<file path="config.mk">
export PLATFORM = sky130hd
export DESIGN_NAME = chwl_core
export DESIGN_NICKNAME = d
export VERILOG_FILES = /design/src/rtl/cpu_hog_watchdog_logger_assert.svh /design/src/rtl/chwl_pkg.sv /design/src/rtl/chwl_core.sv
export SDC_FILE = /design/constraint.sdc
export NUM_CORES = 1
export LEC_CHECK = 0
export BUFFER_PORTS_ARGS = -buffer_cell sky130_fd_sc_hd__clkbuf_2
export CAP_MARGIN = 20
export CORE_AREA = 2 2 143 145
export CTS_CLUSTER_DIAMETER = 150
export CTS_CLUSTER_SIZE = 28
export DETAILED_ROUTE_END_ITERATION = 6
export DIE_AREA = 0 0 145 147
export PLACE_DENSITY = 0.78
export SYNTH_ARGS = -nofsm -noshare
export SYNTH_HDL_FRONTEND = slang
export SYNTH_SLANG_ARGS = --single-unit
export TNS_END_PERCENT = 20
</file>
<file path="constraint.sdc">
create_clock -name clk -period 11.26 [get_ports clk]
set_clock_uncertainty 0.15 [all_clocks]
set_input_delay 1.689 -clock clk [delete_from_list [all_inputs] [get_ports clk]]
set_output_delay 1.689 -clock clk [all_outputs]
set_load 0.005 [all_outputs]
</file>
<file path="src/rtl/cpu_hog_watchdog_logger_assert.svh">
// Assertion macros shared by the watchdog logger RTL.
`ifndef CPU_HOG_WATCHDOG_LOGGER_ASSERT_SVH
`define CPU_HOG_WATCHDOG_LOGGER_ASSERT_SVH

// same-cycle implication, sampled on clk, off while in reset
`define CHWL_ASSERT_NOW(lbl, ante, cons, msg) \
    lbl: assert property (@(posedge clk) disable iff (!rst_n) (ante) |-> (cons)) \
        else $error(msg);

// next-cycle implication
`define CHWL_ASSERT_NEXT(lbl, ante, cons, msg) \
    lbl: assert property (@(posedge clk) disable iff (!rst_n) (ante) |=> (cons)) \
        else $error(msg);

`endif

</file>
<file path="src/rtl/chwl_pkg.sv">
// Types and constants for the CPU hog watchdog logger.
`timescale 1ns / 1ps

package chwl_pkg;

    localparam int TIME_W  = 48;
    localparam int TASK_W  = 22;
    localparam int RIDX_W  = 8;
    localparam int COUNT_W = 9;
    localparam int CFG_W   = 48;

    localparam logic [TIME_W-1:0] THRESHOLD_RESET = 48'd50_000_000;

    typedef enum logic [1:0] {
        MODE_SWITCH = 2'd0,
        MODE_TICK   = 2'd1,
        MODE_READ   = 2'd2,
        MODE_NONE   = 2'd3
    } mode_t;

    typedef enum logic {
        CFG_ENABLED   = 1'b0,
        CFG_THRESHOLD = 1'b1
    } cfg_idx_t;

    typedef struct packed {
        mode_t              mode;
        logic [TIME_W-1:0]  now_time;
        logic [TASK_W-1:0]  task_id;
        logic               idle_or_alone;
        logic [RIDX_W-1:0]  read_index;
    } item_t;

    typedef struct packed {
        logic               logged;
        logic [COUNT_W-1:0] record_count;
        logic               read_valid;
        logic [TASK_W-1:0]  read_task;
        logic [TIME_W-1:0]  read_duration;
    } result_t;

    // record table write controls (address travels separately)
    typedef struct packed {
        logic               task_we;
        logic               dur_we;
        logic [TASK_W-1:0]  task_val;
        logic [TIME_W-1:0]  dur_val;
    } wr_ctl_t;

endpackage

</file>
<file path="src/rtl/chwl_core.sv">
// Watchdog state, configuration registers and per-word decision logic.
`timescale 1ns / 1ps

module chwl_core #(
    parameter int DEPTH = 256
) (
    input  logic                                 clk,
    input  logic                                 rst_n,
    input  logic                                 cfg_we,
    input  logic                                 cfg_index,
    input  logic [chwl_pkg::CFG_W-1:0]           cfg_data,
    input  logic                                 fire,
    input  chwl_pkg::item_t                      item,
    input  logic [chwl_pkg::TASK_W-1:0]          rd_task,
    input  logic [chwl_pkg::TIME_W-1:0]          rd_dur,
    output chwl_pkg::result_t                    res,
    output chwl_pkg::wr_ctl_t                    wr,
    output logic [(DEPTH > 1 ? $clog2(DEPTH) : 1)-1:0] wr_addr
);

    localparam int ADDR_W = DEPTH > 1 ? $clog2(DEPTH) : 1;
    localparam int CNT_W  = $clog2(DEPTH + 1);
    localparam int CMP_W  = CNT_W > chwl_pkg::RIDX_W ? CNT_W : chwl_pkg::RIDX_W;
    localparam logic [CNT_W-1:0] FULL = CNT_W'(DEPTH);

    logic                          enabled_reg,   enabled_next;
    logic [chwl_pkg::TIME_W-1:0]   threshold_reg, threshold_next;
    logic [chwl_pkg::TIME_W-1:0]   last_time_reg, last_time_next;
    logic                          seeded_reg,    seeded_next;
    logic                          pending_reg,   pending_next;
    logic [CNT_W-1:0]              used_reg,      used_next;
    logic [chwl_pkg::TIME_W-1:0]   run_len;

    always_comb
    begin
        enabled_next   = enabled_reg;
        threshold_next = threshold_reg;
        last_time_next = last_time_reg;
        seeded_next    = seeded_reg;
        pending_next   = pending_reg;
        used_next      = used_reg;
        res            = '0;
        wr             = '0;
        wr_addr        = ADDR_W'(used_reg);
        run_len        = item.now_time - last_time_reg;   // wraps at 48 bits

        if (fire)
        begin
            unique case (item.mode)
                chwl_pkg::MODE_SWITCH, chwl_pkg::MODE_TICK:
                begin
                    if (enabled_reg)
                    begin
                        if (!seeded_reg)
                        begin
                            last_time_next = item.now_time;
                            seeded_next    = 1'b1;
                        end
                        else if (item.mode == chwl_pkg::MODE_SWITCH)
                        begin
                            last_time_next = item.now_time;
                            if (pending_reg)
                            begin
                                pending_next = 1'b0;
                                // stretch the open record to the full run
                                if (used_reg != '0)
                                begin
                                    wr.dur_we  = 1'b1;
                                    wr.dur_val = run_len;
                                    wr_addr    = ADDR_W'(used_reg - CNT_W'(1));
                                end
                            end
                        end
                        else if (item.idle_or_alone)
                        begin
                            last_time_next = item.now_time;
                        end
                        else if (!pending_reg && run_len >= threshold_reg &&
                                 used_reg != FULL)
                        begin
                            wr.task_we   = 1'b1;
                            wr.dur_we    = 1'b1;
                            wr.task_val  = item.task_id;
                            wr.dur_val   = run_len;
                            used_next    = used_reg + CNT_W'(1);
                            pending_next = 1'b1;
                            res.logged   = 1'b1;
                        end
                    end
                end
                chwl_pkg::MODE_READ:
                begin
                    if (CMP_W'(item.read_index) < CMP_W'(used_reg))
                    begin
                        res.read_valid    = 1'b1;
                        res.read_task     = rd_task;
                        res.read_duration = rd_dur;
                    end
                end
                chwl_pkg::MODE_NONE:
                begin
                end
            endcase
        end

        if (cfg_we)
        begin
            unique case (chwl_pkg::cfg_idx_t'(cfg_index))
                chwl_pkg::CFG_ENABLED:
                begin
                    enabled_next = cfg_data[0];
                    if (!cfg_data[0])
                    begin
                        seeded_next  = 1'b0;
                        pending_next = 1'b0;
                    end
                end
                chwl_pkg::CFG_THRESHOLD:
                begin
                    threshold_next = cfg_data;
                end
            endcase
        end

        res.record_count = chwl_pkg::COUNT_W'(used_next);
    end

    always_ff @(posedge clk or negedge rst_n)
    begin
        if (!rst_n)
        begin
            enabled_reg   <= 1'b0;
            threshold_reg <= chwl_pkg::THRESHOLD_RESET;
            last_time_reg <= '0;
            seeded_reg    <= 1'b0;
            pending_reg   <= 1'b0;
            used_reg      <= '0;
        end
        else
        begin
            enabled_reg   <= enabled_next;
            threshold_reg <= threshold_next;
            last_time_reg <= last_time_next;
            seeded_reg    <= seeded_next;
            pending_reg   <= pending_next;
            used_reg      <= used_next;
        end
    end

endmodule

</file>
Yosys cells after proc, flatten, opt, wreduce, memory -nomap -nowiden
Index checks and enable logic that the tools add are counted.

Logic and storage cells: 82. Input bits: 204. Register bits: 108.

Bitwise operators: 1. $add $sub $neg: 3. Eq/ne operators: 4. Order comparisons: 2. Muxes and demuxes: 57. Reductions and logical operators: 9.

Operator list (count): $mux 72 (6); $mux 48 (6); $mux 71 (3); $mux 9 (7); $mux 8 (7); $ge 48x48->1 (1); $sub 48x48->48 (1); $mux 1 (27); $mux 22 (1); $add 9x1->9 const B (1); $lt 8x9->1 (1); $ne 9x9->1 const B (1); $reduce_bool 9->1 (1); $sub 8x1->8 const B (1); $reduce_and 2->1 (2); $reduce_and 4->1 (1); $ne 3x2->1 const B (1); $eq 2x1->1 const B (1); $eq 2x2->1 const B (1); $logic_and 1x1->1 (2); $logic_not 2->1 (1); $reduce_or 2->1 (1); $logic_not 1->1 (1); $not 1->1 (1).

Longest topological paths before layout
Depth in word-level cells: 14. Mapped depth: 25. Depth with buffers taken out: 24.

Worst setup path before layout
OpenSTA, ideal clock, no wires.

Kind: input to output. Start point: input item[31] (netlist bit). End point: output res[77] (netlist bit). Slack: 2966 ps. Data arrival time: 6455 ps. Stages: 24. Path buffers: 0. Path through: inv_1 ha_1 inv_1 fa_1 a211oi_1 nor2_1 a21oi_2 o41ai_1 o311ai_1 nand3_1 a21bo_2 a41o_1 xor2_1 ha_1 nand3_1 nor2_1 nand2_1 or3_1 or4_1 o221a_1 a31oi_2 and3_1 nand4_1 xnor2_1.

RTL lines: start, declared (RTL line chwl_core.sv:13) `input chwl_pkg::item_t item,`; end, declared (RTL line chwl_core.sv:16) `output chwl_pkg::result_t res,`.

==> impl_metrics.toml <==
[clocking]
cts_tree = "yes"
numCtsBuffers = 9
post_cts_buffers = 0
clockBufferDepth = 2
clock-sinks = 108
clk_pin_slew_worst_paths_ns = 0.07
h-tree-depth = 3
hold_buffers = 0
clkLatencyLatePin_ns = 0.36
cts_resized = 0
root_buffer = "clkbuf_16"

[grt]
first_global_vias = 8683
grt_pass1_wl_um = 45700
grt_overflow = 0
antenna_found_initial = 0
grt_max_degree = 72
gr-usage-all-layers = 0.274

[synth]
synth_area_sq_um = 9330
ys_seq_area_frac = 0.291
synth_cell_types = 62
syn_nets = 1370
syn_inst = 1061
yosysWarningCount = 0
yosys_register_bits = 108
synth_ff_type = "dfrtp_1"
synth-async-reset-ratio = 1.00
syn_area_per_cell_sq_um = 8.79
synth_enable_flop_cells = 0

[power]
power.leakage_nw = 6.19
netSwitchingFraction = 0.440
power_mw = 2.14
power_frac_clock = 0.144
p_int_mw = 1.20
power_frac_comb = 0.607
p_seq_frac = 0.249
p_sw_mw = 0.944
pwr_density_cell_nw_per_um2 = 184
vdd_ir_drop_max_v = 0.000112

[finish]
diodes = 0
syn2layout_area_growth_pct = 24.7
nets = 1705
layout-drive-gt1-share = 0.364
design_area_sq_um = 11600

[critical_path]
critPathArrivalTime_ns = 7.92
cpPeakStageDelay_ns = 0.48
crit_path_end_kind = "output pin"
cp.required_ns = 9.42
start_kind = "input port"
crit_type = "in -> out"
critPathSlowestCell = "or4_1"
path_max_fanout = 32
path_buf_inv = 7
crit_family = "compound AO/OA/AOI/OAI gates"

[routing]
dr.first_iter.drc_count = 371
postRouteAntennaNets = 0
vias = 8853
first_pass_iters = 5
wirelength_um = 29800
drc = 0
vias_per_cell = 5.30
route.detailed.wl_per_inst_um = 17.8

[timing]
fmax_ghz = 0.102
worstMarginPinSlew_ns = 0.857
period_share = 0.867
post-route-min-period_ns = 9.76
rsz0062_at_grt = "no"
setup_viol = 0
hold_viol_final = 0
slew_headroom = 0.426
fin_hold_ws_ns = 0.344
setup_ws_ns = 1.50
drv_slew = 0
fin_tns_setup_ns = 0

[die]
num_io_pins = 365
fp.dieH_um = 147
rows = 52
die_w_um = 145
initial_core_util = 0.470
die_area_sq_um = 21300
core_sq_um = 19800

[place]
pre_cts_ws_ns = 1.54
hpwlAfterDp_um = 25000
place_area_sq_um = 11400
gp_congestion = 0.919
numPortBuffers = 364

[status]
status = "complete, no violations"

[run]
cap_violations = 0

[min_path]
hold_path_class = "reg -> reg"
-- metal layers --
metal | up-vias | share of wire | track usage
li1 | 4292 | - | -
met1 | 4195 | 0.41 | 0.330
met2 | 304 | 0.47 | 0.453
met3 | 62 | 0.069 | 0.0665
met4 | 0 | 0.052 | 0.150
met5 | - | 0 | 0
-- cell families after synthesis --
group | after synthesis | share of synthesized area
AOI/OAI and AO/OA | 199 | 0.137
adders and majority gates | 105 | 0.142
xor gates and xnor gates | 59 | 0.0554
buffers and inverters | 159 | 0.0657
muxes | 97 | 0.117
and+or+nand+nor | 334 | 0.192
DFF | 108 | 0.291
-- path summary, 6_finish.rpt --
path	from	endpoint	slack, ns	depth (start not counted)
max in group asynchronous	rst_n	last_time_reg[9]$_DFFE_PN0P_	8.54	2
hold / removal	last_time_reg[0]$_DFFE_PN0P_	last_time_reg[0]$_DFFE_PN0P_	0.34	2
min in group asynchronous	rst_n	last_time_reg[40]$_DFFE_PN0P_	1.20	1
setup reg to reg	last_time_reg[0]$_DFFE_PN0P_	used_reg[6]$_DFF_PN0_	5.03	24
hold reg to reg	last_time_reg[0]$_DFFE_PN0P_	last_time_reg[0]$_DFFE_PN0P_	0.34	2
setup / recovery	item[31]	wr[46]	1.50	28
-- power groups by stage --
stage | combinational [mW] | sequential (mW) | clock [mW]
floorplan | 0.937 | 0.522 | 0
global placement | 1.26 | 0.533 | 0
detailed placement | 1.28 | 0.541 | 0
CTS | 1.29 | 0.533 | 0.315
global route | 1.45 | 0.546 | 0.331
finish | 1.30 | 0.534 | 0.309
-- final cells by class --
| cell class | instances | area [sq um] |
|---|---|---|
| Clock buffer | 9 | 225 |
| Clock inverter | 7 | 51.3 |
| Fill cell | 1809 | 8220 |
| Inverter | 114 | 428 |
| Multi-Input combinational cell | 794 | 6010 |
| Sequential cell | 108 | 2720 |
| Tap cell | 270 | 338 |
| Timing Repair Buffer | 369 | 1860 |
-- worst min-delay path, stage by stage, from the launching register on --
cell and delay, ns:
dfrtp_1 0.35, nand2_1 0.05, o21ai_0 0.06
-- metrics by stage --
stage	instances	util
floorplan	1061	-
detailed placement	1655	0.572
global placement	1655	0.572
finish	1671	0.586
global route	1671	0.586
CTS	1671	0.586
-- placed cells by master, fill, tap and decap left out, types with 3 or more instances in the layout --
cell / n
clkbuf_2: 363
inv_1: 113
and2_1: 109
ha_1: 104
mux2_2: 96
dfrtp_1: 96
a21oi_1: 67
nand2_1: 54
nor2_1: 50
xnor2_1: 41
nor2b_1: 39
o21ai_0: 39
a21o_1: 33
nand4_1: 23
nand3_1: 22
xor2_1: 18
dfstp_2: 12
nor3_1: 11
clkbuf_16: 9
a31oi_1: 8
nand2b_1: 7
o21bai_1: 7
o21a_1: 6
buf_4: 6
and3_1: 5
o31a_1: 4
a211oi_1: 4
o211ai_1: 3
nand2_2: 3
-- synth_stat cells (3+ instances only) --
library cell | number | area, sq um
inv_1 | 113 | 424
and2_1 | 109 | 682
ha_1 | 104 | 1300
dfrtp_1 | 96 | 2400
mux2_2 | 96 | 1080
a21oi_1 | 67 | 335
nand2_1 | 57 | 214
nor2_1 | 51 | 191
xnor2_1 | 41 | 359
nor2b_1 | 39 | 244
o21ai_0 | 39 | 195
clkbuf_1 | 34 | 128
a21o_1 | 33 | 248
nand4_1 | 23 | 144
nand3_1 | 22 | 110
xor2_1 | 18 | 158
dfstp_2 | 12 | 315
nor3_1 | 11 | 55.1
a31oi_1 | 8 | 50.1
nand2b_1 | 7 | 43.8
o21bai_1 | 7 | 52.6
o21a_1 | 6 | 45.0
and3_1 | 5 | 31.3
a211oi_1 | 4 | 30.0
buf_1 | 4 | 15.0
o31a_1 | 4 | 35.0
buf_2 | 3 | 15.0
buf_4 | 3 | 22.5
o211ai_1 | 3 | 22.5
Power figures use the tool's default switching activity.
